===== config.mk =====
export PLATFORM = sky130hd
export DESIGN_NAME = sorted_block_entry_parser_core
export DESIGN_NICKNAME = d
export VERILOG_FILES = /design/src/design/sbep_pkg.sv /design/src/design/sbep_step.sv /design/src/design/sorted_block_entry_parser_core.sv
export VERILOG_INCLUDE_DIRS = /design/src /design/src/design
export SDC_FILE = /design/constraint.sdc
export NUM_CORES = 1
export LEC_CHECK = 0
export ABC_CLOCK_PERIOD_IN_PS = 20800
export BUFFER_PORTS_ARGS = -buffer_cell sky130_fd_sc_hd__clkbuf_2
export CORE_MARGIN = 10
export CORE_UTILIZATION = 50
export CTS_BUF_LIST = sky130_fd_sc_hd__clkbuf_2
export DETAILED_ROUTE_END_ITERATION = 8
export PLACE_DENSITY = 0.68
export SETUP_SLACK_MARGIN = 0.05
export SLEW_MARGIN = 20
export SYNTH_ARGS = -nofsm -noshare
export SYNTH_HDL_FRONTEND = slang
export SYNTH_HIERARCHICAL = 1
export SYNTH_SLANG_ARGS = --single-unit

===== constraint.sdc =====
create_clock -name clock -period 20.8 [get_ports clock]
set_clock_uncertainty 0.05 [all_clocks]
set_input_delay 2.08 -clock clock [delete_from_list [all_inputs] [get_ports clock]]
set_output_delay 2.08 -clock clock [all_outputs]
set_load 0.02 [all_outputs]

===== src/design/sorted_block_entry_parser_core_assert.svh =====
// Assertion macros for the sorted block entry parser.
// Included by the RTL files that carry concurrent checks; no other dependencies.
`ifndef SORTED_BLOCK_ENTRY_PARSER_CORE_ASSERT_SVH
`define SORTED_BLOCK_ENTRY_PARSER_CORE_ASSERT_SVH

// Same-cycle implication, disabled while reset is high.
`define SBEP_ASSERT_NOW(label, clk, rst, ante, cons, msg) \
   label: assert property (@(posedge clk) disable iff (rst) (ante) |-> (cons)) else $error(msg);

// Next-cycle implication, disabled while reset is high.
`define SBEP_ASSERT_NEXT(label, clk, rst, ante, cons, msg) \
   label: assert property (@(posedge clk) disable iff (rst) (ante) |=> (cons)) else $error(msg);

`endif


===== src/design/sbep_pkg.sv =====
// Package for the sorted block entry parser: phase, kind and error codes,
// parser state and result structs. No dependencies.
package sbep_pkg;

   localparam int MaxVarintBytes = 5;

   localparam int ReqDataWidth = 40;
   localparam int RspDataWidth = 80;
   localparam int RspUserWidth = 4;

   typedef enum logic [1:0] {
      PH_KLEN = 2'd0,
      PH_KEY  = 2'd1,
      PH_VLEN = 2'd2,
      PH_VAL  = 2'd3
   } phase_type;

   typedef enum logic [2:0] {
      KIND_KLEN    = 3'd0,
      KIND_KEY     = 3'd1,
      KIND_VLEN    = 3'd2,
      KIND_VAL     = 3'd3,
      KIND_IGNORED = 3'd4
   } kind_type;

   typedef enum logic [2:0] {
      ERR_OK             = 3'd0,
      ERR_BAD_KLEN       = 3'd1,
      ERR_KEY_PAST_END   = 3'd2,
      ERR_BAD_VLEN       = 3'd3,
      ERR_VALUE_PAST_END = 3'd4
   } error_type;

   typedef struct packed {
      phase_type   phase;
      logic [31:0] acc;
      logic [2:0]  vcount;
      logic [31:0] region_left;
      logic [31:0] field_left;
      logic [31:0] key_len;
      logic [31:0] vlen_saved;
      error_type   err;
   } state_type;

   typedef struct packed {
      logic [7:0]  data_byte;
      kind_type    kind;
      logic        entry_done;
      logic [31:0] key_length;
      logic [31:0] value_length;
      error_type   error;
      logic        region_done;
   } result_type;

   localparam state_type StateReset = '{
      phase:       PH_KLEN,
      acc:         32'd0,
      vcount:      3'd0,
      region_left: 32'd0,
      field_left:  32'd0,
      key_len:     32'd0,
      vlen_saved:  32'd0,
      err:         ERR_OK
   };

endpackage


===== src/design/sbep_step.sv =====
// Per-byte next-state and result logic of the sorted block entry parser.
// Depends on sbep_pkg.
module sbep_step
   import sbep_pkg::*;
(
   input  state_type   cur_state,
   input  logic [7:0]  data_byte,
   input  logic        block_start,
   input  logic [31:0] region_length,
   output state_type   nxt_state,
   output result_type  result
);

   state_type   s;
   result_type  res;
   logic [2:0]  cnt;
   logic [31:0] shifted;
   logic [31:0] len;
   logic [31:0] region_dec;
   logic        last;
   logic        field_end;

   always_comb begin
      s = cur_state;
      if (block_start) begin
         s = StateReset;
         s.region_left = region_length;
      end

      res.data_byte    = data_byte;
      res.kind         = KIND_IGNORED;
      res.entry_done   = 1'b0;
      res.region_done  = 1'b0;
      res.value_length = 32'd0;
      res.key_length   = 32'd0;
      res.error        = ERR_OK;

      region_dec = s.region_left - 32'd1;
      last       = (s.region_left == 32'd1);
      field_end  = (s.field_left <= 32'd1);
      cnt        = (s.vcount > 3'd4) ? 3'd4 : s.vcount;

      // place the seven payload bits of this varint byte; bits above 32 fall off
      unique case (cnt)
         3'd0:    shifted = {25'd0, data_byte[6:0]};
         3'd1:    shifted = {18'd0, data_byte[6:0], 7'd0};
         3'd2:    shifted = {11'd0, data_byte[6:0], 14'd0};
         3'd3:    shifted = {4'd0, data_byte[6:0], 21'd0};
         default: shifted = {data_byte[3:0], 28'd0};
      endcase
      len = s.acc | shifted;

      if (s.err == ERR_OK && s.region_left != 32'd0) begin
         s.region_left   = region_dec;
         res.region_done = last;
         res.kind        = kind_type'({1'b0, s.phase});
         unique case (s.phase)
            PH_KLEN, PH_VLEN: begin
               s.acc = len;
               if (data_byte[7]) begin
                  if (({1'b0, cnt} + 4'd1) >= 4'(MaxVarintBytes) || last) begin
                     s.err = (s.phase == PH_KLEN) ? ERR_BAD_KLEN : ERR_BAD_VLEN;
                     s.region_left = 32'd0;
                  end else begin
                     s.vcount = cnt + 3'd1;
                  end
               end else begin
                  s.acc    = 32'd0;
                  s.vcount = 3'd0;
                  // compare against the bytes left after this one
                  if (s.phase == PH_KLEN) begin
                     s.key_len = len;
                     if (len > s.region_left) begin
                        s.err = ERR_KEY_PAST_END;
                        s.region_left = 32'd0;
                     end else if (len == 32'd0) begin
                        if (last) begin
                           s.err = ERR_BAD_VLEN;
                           s.region_left = 32'd0;
                        end else begin
                           s.phase = PH_VLEN;
                        end
                     end else begin
                        s.phase      = PH_KEY;
                        s.field_left = len;
                     end
                  end else begin
                     s.vlen_saved = len;
                     if (len > s.region_left) begin
                        s.err = ERR_VALUE_PAST_END;
                        s.region_left = 32'd0;
                     end else if (len == 32'd0) begin
                        res.entry_done = 1'b1;
                     end else begin
                        s.phase      = PH_VAL;
                        s.field_left = len;
                     end
                  end
               end
            end
            PH_KEY: begin
               s.field_left = field_end ? 32'd0 : s.field_left - 32'd1;
               if (field_end) begin
                  if (last) begin
                     s.err = ERR_BAD_VLEN;
                     s.region_left = 32'd0;
                  end else begin
                     s.phase = PH_VLEN;
                  end
               end
            end
            default: begin
               s.field_left = field_end ? 32'd0 : s.field_left - 32'd1;
               res.entry_done = field_end;
            end
         endcase
      end

      res.key_length = s.key_len;
      if (res.entry_done) begin
         res.value_length = s.vlen_saved;
         s.phase      = PH_KLEN;
         s.key_len    = 32'd0;
         s.vlen_saved = 32'd0;
      end
      res.error = s.err;

      nxt_state = s;
      result    = res;
   end

endmodule


===== src/design/sorted_block_entry_parser_core.sv =====
// Top level of the sorted block entry parser: stream ports and registers.
// Depends on sbep_pkg, sbep_step and sorted_block_entry_parser_core_assert.svh.
//
// Parses the entry region of a sorted storage block, one byte per transfer:
// each entry is a varint32 key length, the key, a varint32 value length and
// the value. Every byte comes back tagged with its role; the byte that ends an
// entry carries the decoded key and value lengths. A transfer with the
// block-start flag set begins a new block and loads the region length. Errors
// are sticky until the next block start, and bytes outside the region or
// after an error come back marked ignored. One byte is taken every clock cycle
// unless a result waits that the downstream side has not taken; the result
// sits in a one-deep output register that keeps accepting while the downstream
// side takes the previous result, and shows in the cycle after its byte is taken.
`include "sorted_block_entry_parser_core_assert.svh"

module sorted_block_entry_parser_core
   import sbep_pkg::*;
(
   input  logic                    clock,
   input  logic                    reset,
   input  logic                    req_tvalid,
   output logic                    req_tready,
   // [7:0] data_byte, [39:8] region_length
   input  logic [ReqDataWidth-1:0] req_tdata,
   // [0] block_start
   input  logic                    req_tuser,
   output logic                    rsp_tvalid,
   input  logic                    rsp_tready,
   // [7:0] byte_out, [39:8] key_length, [71:40] value_length,
   // [74:72] error_code, [79:75] zero
   output logic [RspDataWidth-1:0] rsp_tdata,
   // [2:0] byte_kind, [3] entry_done
   output logic [RspUserWidth-1:0] rsp_tuser,
   // region_done
   output logic                    rsp_tlast
);

   state_type  state_ff;
   state_type  state_in;
   result_type result;
   result_type rsp_ff;
   logic       rsp_valid_ff;
   logic       accept;

   assign req_tready = !rsp_valid_ff || rsp_tready;
   assign accept     = req_tvalid && req_tready;

   sbep_step u_step (
      .cur_state     (state_ff),
      .data_byte     (req_tdata[7:0]),
      .block_start   (req_tuser),
      .region_length (req_tdata[39:8]),
      .nxt_state     (state_in),
      .result        (result)
   );

   always_ff @(posedge clock) begin
      if (reset) begin
         state_ff     <= StateReset;
         rsp_valid_ff <= 1'b0;
      end else begin
         if (accept) begin
            state_ff <= state_in;
         end
         // refill on a transfer, drop when the result is taken with nothing behind it
         if (req_tready) begin
            rsp_valid_ff <= req_tvalid;
         end
      end
   end

   always_ff @(posedge clock) begin
      if (accept) begin
         rsp_ff <= result;
      end
   end

   assign rsp_tvalid = rsp_valid_ff;
   assign rsp_tdata  = {5'd0, rsp_ff.error, rsp_ff.value_length, rsp_ff.key_length,
                        rsp_ff.data_byte};
   assign rsp_tuser  = {rsp_ff.entry_done, rsp_ff.kind};
   assign rsp_tlast  = rsp_ff.region_done;

   `SBEP_ASSERT_NEXT(a_accept_fills, clock, reset, accept, rsp_valid_ff, "accepted byte lost before the result register")
   `SBEP_ASSERT_NOW(a_done_kind, clock, reset, rsp_valid_ff && rsp_ff.entry_done, rsp_ff.kind == KIND_VLEN || rsp_ff.kind == KIND_VAL, "entry completed on a key byte")
   `SBEP_ASSERT_NOW(a_done_clean, clock, reset, rsp_valid_ff && rsp_ff.entry_done, rsp_ff.error == ERR_OK, "entry completed under an error")
   `SBEP_ASSERT_NOW(a_error_stops, clock, reset, state_ff.err != ERR_OK, state_ff.region_left == 32'd0, "error left region bytes outstanding")
   `SBEP_ASSERT_NOW(a_field_live, clock, reset, (state_ff.phase == PH_KEY || state_ff.phase == PH_VAL) && state_ff.err == ERR_OK && state_ff.region_left != 32'd0, state_ff.field_left != 32'd0, "key or value phase with no bytes left")

endmodule

==> Word level (Yosys, flattened, before mapping) <==
Index checks and enable logic that the tools add are counted.
{ "totals": {"regBits": 249, "input_bits": 45, "out_inout_bits": 87, "elab_cells": 93} }
{ "classes": {"addsub": 4, "order_cmp": 4, "eq_ne": 6, "muxes": 50, "bitwise": 1, "n_reduce_logical": 11} }
{ "op_table": {"columns": ["operator", "count"], "rows": [
  ["two-way mux 32 bit", 12],
  ["two-way mux 168 bit", 2],
  ["two-way mux 64 bit", 3],
  ["case mux 32 bit (4 select lines)", 1],
  ["two-way mux 96 bit", 1],
  ["two-way mux 35 bit", 2],
  ["case mux 32 bit (2 select lines)", 1],
  ["subtractor 32 x 1 -> 32 bit (second input constant)", 2],
  ["two-way mux 34 bit", 1],
  ["equality test 32 x 1 -> 1 bit (second input constant)", 1],
  ["greater-than comparator 32 bit", 1],
  ["<= comparator 32 x 1 -> 1 bit (second input constant)", 1],
  ["logical NOT 32 bit", 1],
  ["bitwise OR 32 bit", 1],
  ["nonzero test 32 bit", 1],
  ["two-way mux 3 bit", 10],
  ["two-way mux 2 bit", 9],
  ["equality test 3 x 2 -> 1 bit (second input constant)", 2],
  ["logical NOT 3 bit", 2],
  ["case mux 3 bit (2 select lines)", 1],
  ["adder 3 x 1 -> 4 bit (second input constant)", 1],
  [">= comparator 4 x 3 -> 1 bit (second input constant)", 1],
  ["two-way mux 1 bit", 4],
  ["two-way mux 4 bit", 1],
  ["12 further kinds", 14]
]} }

==> Depth between registers and ports, before layout <==
Gate-level depths: netlist of the first run.
{ "logic_depth": {"ltp_word": 14, "ltp_mapped": 33, "mapped_depth_nobuf": 23} }

==> Hierarchy <==
The synthesis of the first run kept the hierarchy.
{ "by_module_without_submodules": {"columns": ["mod", "n_inst", "cells_per_inst", "area_each_um2", "seq_area_each_um2"], "rows": [
  ["sorted_block_entry_parser_core", 1, 858, 10055.9, 5785.5],
  ["sbep_step", 1, 1209, 7462.2, 0.0]
]} }

==> Least setup slack after synthesis of the first run <==
Ideal clock, no wire load.
{ "synth_path": {"kind": "input to register", "startpoint": "input req_tuser", "endpoint": "register state_ff[106] in the netlist's numbering", "setup_time_ps": 71, "arrival_time_ps": 9056, "required_ps": 20679, "slack_ps": 11623, "stages": 32, "path_cell_list": "buf_2 buf_2 buf_2 buf_1 clkbuf_1 buf_1 clkbuf_1 buf_1 mux2i_1 ha_1 or4bb_1 nand2_1 and3_1 clkbuf_1 nand2_1 nor2_1 nand3b_1 nor2_1 xor2_1 ha_1 nand4_1 nor4_1 nand4_1 mux2i_1 o211ai_2 o41a_1 and3_4 a211o_4 buf_6 o22ai_2 nand3_1 a21oi_2"} }
{ "synth_rtl": {"columns": ["item", "line", "rtl"], "rows": [
  ["start: declaration", "sorted_block_entry_parser_core.sv:26", "input logic req_tuser,"],
  ["end signal: assignment", "sorted_block_entry_parser_core.sv:59", "state_ff <= StateReset;"],
  ["end signal: assignment", "sorted_block_entry_parser_core.sv:63", "state_ff <= state_in;"],
  ["end: declaration", "sorted_block_entry_parser_core.sv:38", "state_type state_ff;"]
]} }

==> flow_metrics.py, run 1 <==
metrics = {
    "critical_path": {
        "rrSetupSlack_ns": 13.72,
        "cp.arrival_ns": 9.32,
        "critPathRequiredTime_ns": 21.61,
        "worstPathCellList": "buf_6 > buf_4 > or3b_1 > a222oi_1 > and3b_1 > and2_1 > nand2_1 > or2_2 > nor2_1 > xor2_1 > ha_1 > nand4_1 > nor4_1 > nand4_1 > mux2i_1 > o211ai_2 > or2_4 > and4_1 > o21ai_4 > buf_4 > inv_2 > nor2_1 > nand3_1 > a21oi_2",
        "worstPathMaxFanout": 70,
        "critPathLaunchType": "input pin",
        "crit_family": "simple AND/OR/NAND/NOR gates",
        "cpMaxStageDelayCell": "nor4_1",
        "worst-path-buf-inv": 4,
        "r2r-start": "state_ff[99]",
        "end_kind": "register",
        "worstSetupPathType": "in -> reg",
        "slowest_delay_ns": 0.77,
        "crit_start": "req_tuser",
    },
    "cts": {
        "cts.sinks": 249,
        "cts_hold_buf": 0,
        "numCtsBuffers": 68,
        "htreeDepth": 3,
        "cts_tree": "built",
        "clock-root-buffer": "clkbuf_2",
        "cts_resized": 0,
        "post-cts-setup-buffers": 0,
        "clockBufferDepth": 3,
        "path_clk_slew_ns": 0.10,
        "clock_latency_ns": 0.99,
    },
    "pwr": {
        "seq_power_share_pct": 47.4,
        "swShare_pct": 34.03,
        "ir_worst_vdd_mv": 0.03390,
        "power_switching_mw": 0.3764,
        "intPower_mw": 0.7295,
        "p_per_area_mw_per_mm2": 59.41,
        "p_clk_share_pct": 32.8,
        "p_comb_share_pct": 19.8,
        "p_leak_nw": 6.896,
    },
    "timing": {
        "tns_ns": 0,
        "slew_headroom_pct": 22.53,
        "fin_ws_ns": 12.28,
        "fin_crit_ns": 8.516,
        "rsz0062_at_grt": "no",
        "finalMaxSlewViolations": 0,
        "fin_crit_sh_pct": 40.94,
        "worst_pin_slew_ns": 1.158,
        "hold_viol": 0,
        "max_freq_mhz": 117.4,
        "setup_viol": 0,
    },
    "global_routing": {
        "grt_pass1_wl_um": 87490,
        "grt_overflow": 0,
        "antenna_found_initial": 2,
        "grt_max_degree": 108,
        "grt_pass1_vias": 15310,
        "grt.total_usage_pct": 24.67,
    },
    "floorplanning": {
        "io_pins": 132,
        "die-area_mm2": 0.04292,
        "core-area_mm2": 0.03454,
        "start_util_pct": 50.71,
        "rows": 68,
        "fp.dieW_um": 207.2,
        "die_height_um": 207.2,
    },
    "yosys": {
        "synth_simple_gate_area_share_pct": 21.63,
        "async_reset_ff_share_pct": 0,
        "synth_seq_area_share_pct": 33.03,
        "postSynthAreaPerCell_um2": 8.475,
        "synth_fa_ha_area_share_pct": 2.500,
        "ys_types": 93,
        "synth-edff-count": 80,
        "synth_cells": 2067,
        "synth_compound_area_share_pct": 30.28,
        "ys.flop_type": "dfxtp_1",
        "ys_ff_latch": 249,
        "synth_mux_area_share_pct": 3.257,
        "ys_warn_count": 6,
        "syn_area_mm2": 0.01752,
        "synth_top_family_by_area": "compound AO/OA/AOI/OAI gates",
        "synth-xor-area-share_pct": 2.550,
    },
    "placement": {
        "dp.cells": 2480,
        "io_buffers": 126,
        "gp_congestion": 0.9774,
        "place_ws_ns": 11.45,
        "dpl.hpwl_um": 36450,
    },
    "run": {
        "drv_cap": 0,
    },
    "route": {
        "wirelength_um": 56310,
        "postRouteAntennaNets": 0,
        "first_pass_iters": 6,
        "wl_per_cell_um": 21.62,
        "vias": 16630,
        "routed_via_density": 6.386,
        "drc": 0,
        "first_iter_violations": 1906,
    },
    "hold_path": {
        "hp-class": "reg -> reg",
        "worstHoldStart": "state_ff[15]",
    },
    "cells_and_area": {
        "drive_above_1_share_pct": 19.97,
        "stdcell_count": 2604,
        "area_growth_pct": 6.271,
        "nets": 2175,
    },
    "status": {
        "status": "finished clean",
    },
}
cells in the final DEF (no fill, tap or decap), drive strengths merged, types with 9 or more instances in the layout:
master,instances
a21oi,268
clkbuf,223
nand3,197
dfxtp,169
a21bo,168
nor2,157
nand2,114
o21ai,90
edfxtp,80
mux2i,51
nor3b,44
and2,38
ha,35
buf,35
nor3,34
inv,33
xnor2,29
o22ai,29
nand2b,27
xor2,22
clkinv,20
or3,19
a22o,19
nor2b,19
nand4,19
nor4,15
a22oi,15
a211oi,13
o21a,13
a21o,12
o311ai,11
or4,10
a31oi,9
o221ai,9
final cells by class:
cell class | instances | area, um^2
Clock inverter | 23 | 127.6
Tap cell | 455 | 569.3
Sequential cell | 249 | 5786
Multi-Input combinational cell | 1585 | 10610
Clock buffer | 100 | 500.5
Fill cell | 3249 | 15930
Inverter | 33 | 123.9
Timing Repair Buffer | 158 | 893.4
Antenna cell | 1 | 2.502
cell families (layout without fill, tap and decap cells):
| kind of cell | after synthesis | in the layout |
|---|---|---|
| muxes | 56 | 56 |
| xor gates and xnor gates | 51 | 51 |
| other | 1 | 6 |
| DFF | 249 | 249 |
| adders and majority gates | 35 | 35 |
| AOI/OAI and AO/OA | 705 | 705 |
| and+or+nand+nor | 733 | 733 |
| buffers and inverters | 237 | 314 |
sequential cells by signal (all words and copies together), names as in the netlist:
name        cells
rsp_tvalid      1
state_ff      168
rsp_tlast       1
rsp_tdata      75
rsp_tuser       4
power groups by stage:
stage | Sequential (mW) | Clock, mW | Combinational, mW
floorplan | 0.544 | 0 | 0.151
global placement | 0.535 | 0 | 0.209
detailed placement | 0.536 | 0 | 0.213
CTS | 0.525 | 0.370 | 0.214
global route | 0.527 | 0.396 | 0.235
finish | 0.525 | 0.363 | 0.219
worst paths after layout:
path,cells after the start,end
worst min register to register,2,state_ff[15]
worst min-delay path,2,state_ff[15]
worst max register to register,22,state_ff[25]
worst max-delay path,24,state_ff[25]
tightest hold or removal path, cell delays in order (launching register included):
cell	delay, ns
dfxtp_1	0.32
a21bo_2	0.17
a21oi_1	0.05
synth_stat cells (22+ instances only):
cell type	number	area (um^2)
o21ai_0	81	405.4
a21bo_1	139	1391
nor3b_1	43	322.8
nor3_1	34	170.2
buf_2	50	250.2
ha_1	35	437.9
nand2_1	114	427.9
xor2_1	22	192.7
xnor2_1	29	254.0
and2_1	38	237.7
nor2_1	156	585.6
nand2b_1	26	162.7
a21oi_2	81	709.4
clkbuf_1	94	352.8
a21bo_2	29	290.3
edfxtp_1	80	2402
buf_4	23	172.7
nand3_1	197	986.0
inv_1	32	120.1
a21oi_1	187	935.9
dfxtp_1	169	3383
mux2i_1	50	500.5
through the flow:
| step | total power [mW] | util [%] | cell area [um^2] | hold slack [ns] |
|---|---|---|---|---|
| 2_1_floorplan | 0.6952 | - | 17530 | 0.4938 |
| 3_3_place_gp | 0.7443 | 52.04 | 17980 | 0.5035 |
| 3_5_place_dp | 0.7487 | 52.05 | 17980 | 0.5098 |
| 4_1_cts | 1.108 | 53.87 | 18610 | 0.5287 |
| 5_1_grt | 1.158 | 53.89 | 18620 | 0.5468 |
| 6_report | 1.106 | 53.89 | 18620 | 0.5280 |
layer usage:
metal | vias to the layer above | share of wire, % | GRT usage (%)
met5 | - | 0 | 0
met1 | 7946 | 42 | 32.72
met4 | 0 | 4.8 | 12.52
met3 | 174 | 10 | 5.897
met2 | 851 | 43 | 36.61
li1 | 7659 | - | -
Power figures use the tool's default switching activity.
==> run 2: changes to the inputs <==
--- a/config.mk
+++ b/config.mk
@@ -6,13 +6,13 @@
 export SDC_FILE = /design/constraint.sdc
 export NUM_CORES = 1
 export LEC_CHECK = 0
-export ABC_CLOCK_PERIOD_IN_PS = 20800
+export ABC_CLOCK_PERIOD_IN_PS = 7300
 export BUFFER_PORTS_ARGS = -buffer_cell sky130_fd_sc_hd__clkbuf_2
 export CORE_MARGIN = 10
 export CORE_UTILIZATION = 50
 export CTS_BUF_LIST = sky130_fd_sc_hd__clkbuf_2
 export DETAILED_ROUTE_END_ITERATION = 8
-export PLACE_DENSITY = 0.68
+export PLACE_DENSITY = 0.71
 export SETUP_SLACK_MARGIN = 0.05
 export SLEW_MARGIN = 20
 export SYNTH_ARGS = -nofsm -noshare
==> constraint.sdc (replaced) <==
create_clock -name clock -period 7.3 [get_ports clock]
set_clock_uncertainty 0.05 [all_clocks]
set_input_delay 0.73 -clock clock [delete_from_list [all_inputs] [get_ports clock]]
set_output_delay 0.73 -clock clock [all_outputs]
set_load 0.02 [all_outputs]
==> flow_metrics.py, run 2 (synthesis results as in run 1) <==
metrics = {
    "route": {
        "first_pass_iters": 6,
        "postRouteAntennaNets": 0,
        "routed_via_density": 6.340,
        "wl_per_cell_um": 21.51,
        "drc": 0,
        "wirelength_um": 56450,
        "vias": 16640,
        "first_iter_violations": 2290,
    },
    "critical_path": {
        "worst-path-buf-inv": 1,
        "cp.arrival_ns": 6.64,
        "path_depth": 21,
        "reg2regPathDepth": 21,
        "end_kind": "register",
        "critPathLaunchType": "register",
        "slowest_delay_ns": 0.52,
        "critPathRequiredTime_ns": 7.96,
        "worstSetupPathType": "reg -> reg",
        "cpMaxStageDelayCell": "or4bb_1",
        "worstPathMaxFanout": 24,
        "crit_family": "simple AND/OR/NAND/NOR gates",
        "worstPathCellList": "mux2i_1 > ha_1 > or4bb_1 > a22oi_1 > nand3_1 > nor3_1 > xor2_1 > a21oi_1 > ha_1 > nand4_1 > nor4_2 > nand4_1 > mux2i_1 > o211ai_2 > or3b_1 > o21ai_4 > buf_12 > nor3_1 > a311o_1 > nand3_1 > a21oi_2",
    },
    "pwr": {
        "fin_total_pwr_mw": 3.246,
        "p_per_area_mw_per_mm2": 171.8,
        "ir_worst_vdd_mv": 0.1238,
        "p_leak_nw": 7.051,
    },
    "global_routing": {
        "met3_usage_pct": 6.137,
        "antenna_found_initial": 2,
        "grt.total_usage_pct": 24.74,
        "top_usage_layer": "met2",
        "grt_max_degree": 254,
        "grt_pass1_wl_um": 88110,
        "grt_pass1_vias": 15370,
        "grt_overflow": 0,
        "gr-usage-met2_pct": 35.11,
        "use_met1_pct": 33.89,
    },
    "cells_and_area": {
        "drive_above_1_share_pct": 20.88,
        "design_area_mm2": 0.01889,
        "area_growth_pct": 7.828,
        "stdcell_count": 2624,
        "mostFrequentLayoutCells": "clkbuf_2, nand3_1, a21oi_1, dfxtp_1, nor2_1",
        "largest_register_ffs": 168,
        "nets": 2196,
        "layout.cells.most_common": "clkbuf_2",
        "final_util_pct": 54.68,
        "top_register": "state_ff",
    },
    "floorplanning": {
        "rows": 68,
        "die-area_mm2": 0.04292,
        "start_util_pct": 50.71,
        "die_height_um": 207.2,
        "fp.dieW_um": 207.2,
        "core-area_mm2": 0.03454,
        "io_pins": 132,
    },
    "timing": {
        "finalMaxSlewViolations": 0,
        "fin_crit_ns": 5.976,
        "finalHoldWorstSlack_ns": 0.06871,
        "tns_ns": 0,
        "max_freq_mhz": 167.3,
        "fin_crit_sh_pct": 81.86,
        "fin_ws_ns": 1.324,
        "hold_viol": 0,
        "slew_headroom_pct": 7.837,
        "worst_pin_slew_ns": 1.382,
        "rsz0062_at_grt": "no",
        "setup_viol": 0,
    },
    "cts": {
        "clockBufferDepth": 3,
        "cts.sinks": 249,
        "post-cts-setup-buffers": 0,
        "cts_hold_buf": 0,
        "cts_resized": 0,
        "clock-root-buffer": "clkbuf_2",
        "htreeDepth": 3,
        "cts_tree": "built",
        "clock_latency_ns": 0.94,
        "path_clk_slew_ns": 0.09,
        "numCtsBuffers": 69,
    },
    "hold_path": {
        "hp-class": "in -> reg",
        "hold_depth": 1,
    },
    "placement": {
        "postPlaceCellArea_mm2": 0.01820,
        "io_buffers": 126,
        "dpl.hpwl_um": 36470,
        "place_ws_ns": 0.6868,
        "dp.cells": 2500,
        "gp_congestion": 0.9524,
    },
    "status": {
        "status": "finished clean",
    },
    "run": {
        "drv_cap": 0,
    },
}
-- run 2: cell count changes in the layout (fill, tap and decap cells not counted), sizes merged --
| cell | previous run | this run |
|---|---|---|
| inv | 33 | 36 |
| clkinvlp | 2 | 0 |
| clkinv | 20 | 13 |
| buf | 35 | 55 |
| bufinv | 1 | 3 |
| diode | 1 | 4 |
| clkbuf | 223 | 224 |
-- run 2: power breakdown --
group / internal [mW] / total, mW / switching, mW
Combinational: 0.209 / 0.629 / 0.420
Sequential: 1.47 / 1.50 / 0.0285
Clock: 0.480 / 1.12 / 0.639
Total: 2.16 / 3.25 / 1.09
-- run 2: path summary, 6_finish.rpt --
check / from / to / slack, ns
max: state_ff[99] / state_ff[89] / 1.32
min: req_tdata[5] / rsp_tdata[5] / 0.07
max reg2reg: state_ff[99] / state_ff[89] / 1.32
min reg2reg: state_ff[6] / state_ff[6] / 0.53
-- run 2: layer usage --
metal | vias up | wire length [um]
met3 | 167 | 6029
li1 | 7711 | -
met1 | 7800 | 23950
met5 | - | 18
met2 | 956 | 23620
met4 | 2 | 2826
-- run 2: cell type report --
type,count,area (um^2)
well taps,455,569.3
clock inverters,19,168.9
multi-input cells,1585,10620
inverters,33,123.9
diodes,4,10.01
clock buffers,101,505.5
flip-flops and latches,249,5786
repair buffers,178,1106
fillers,3245,15650
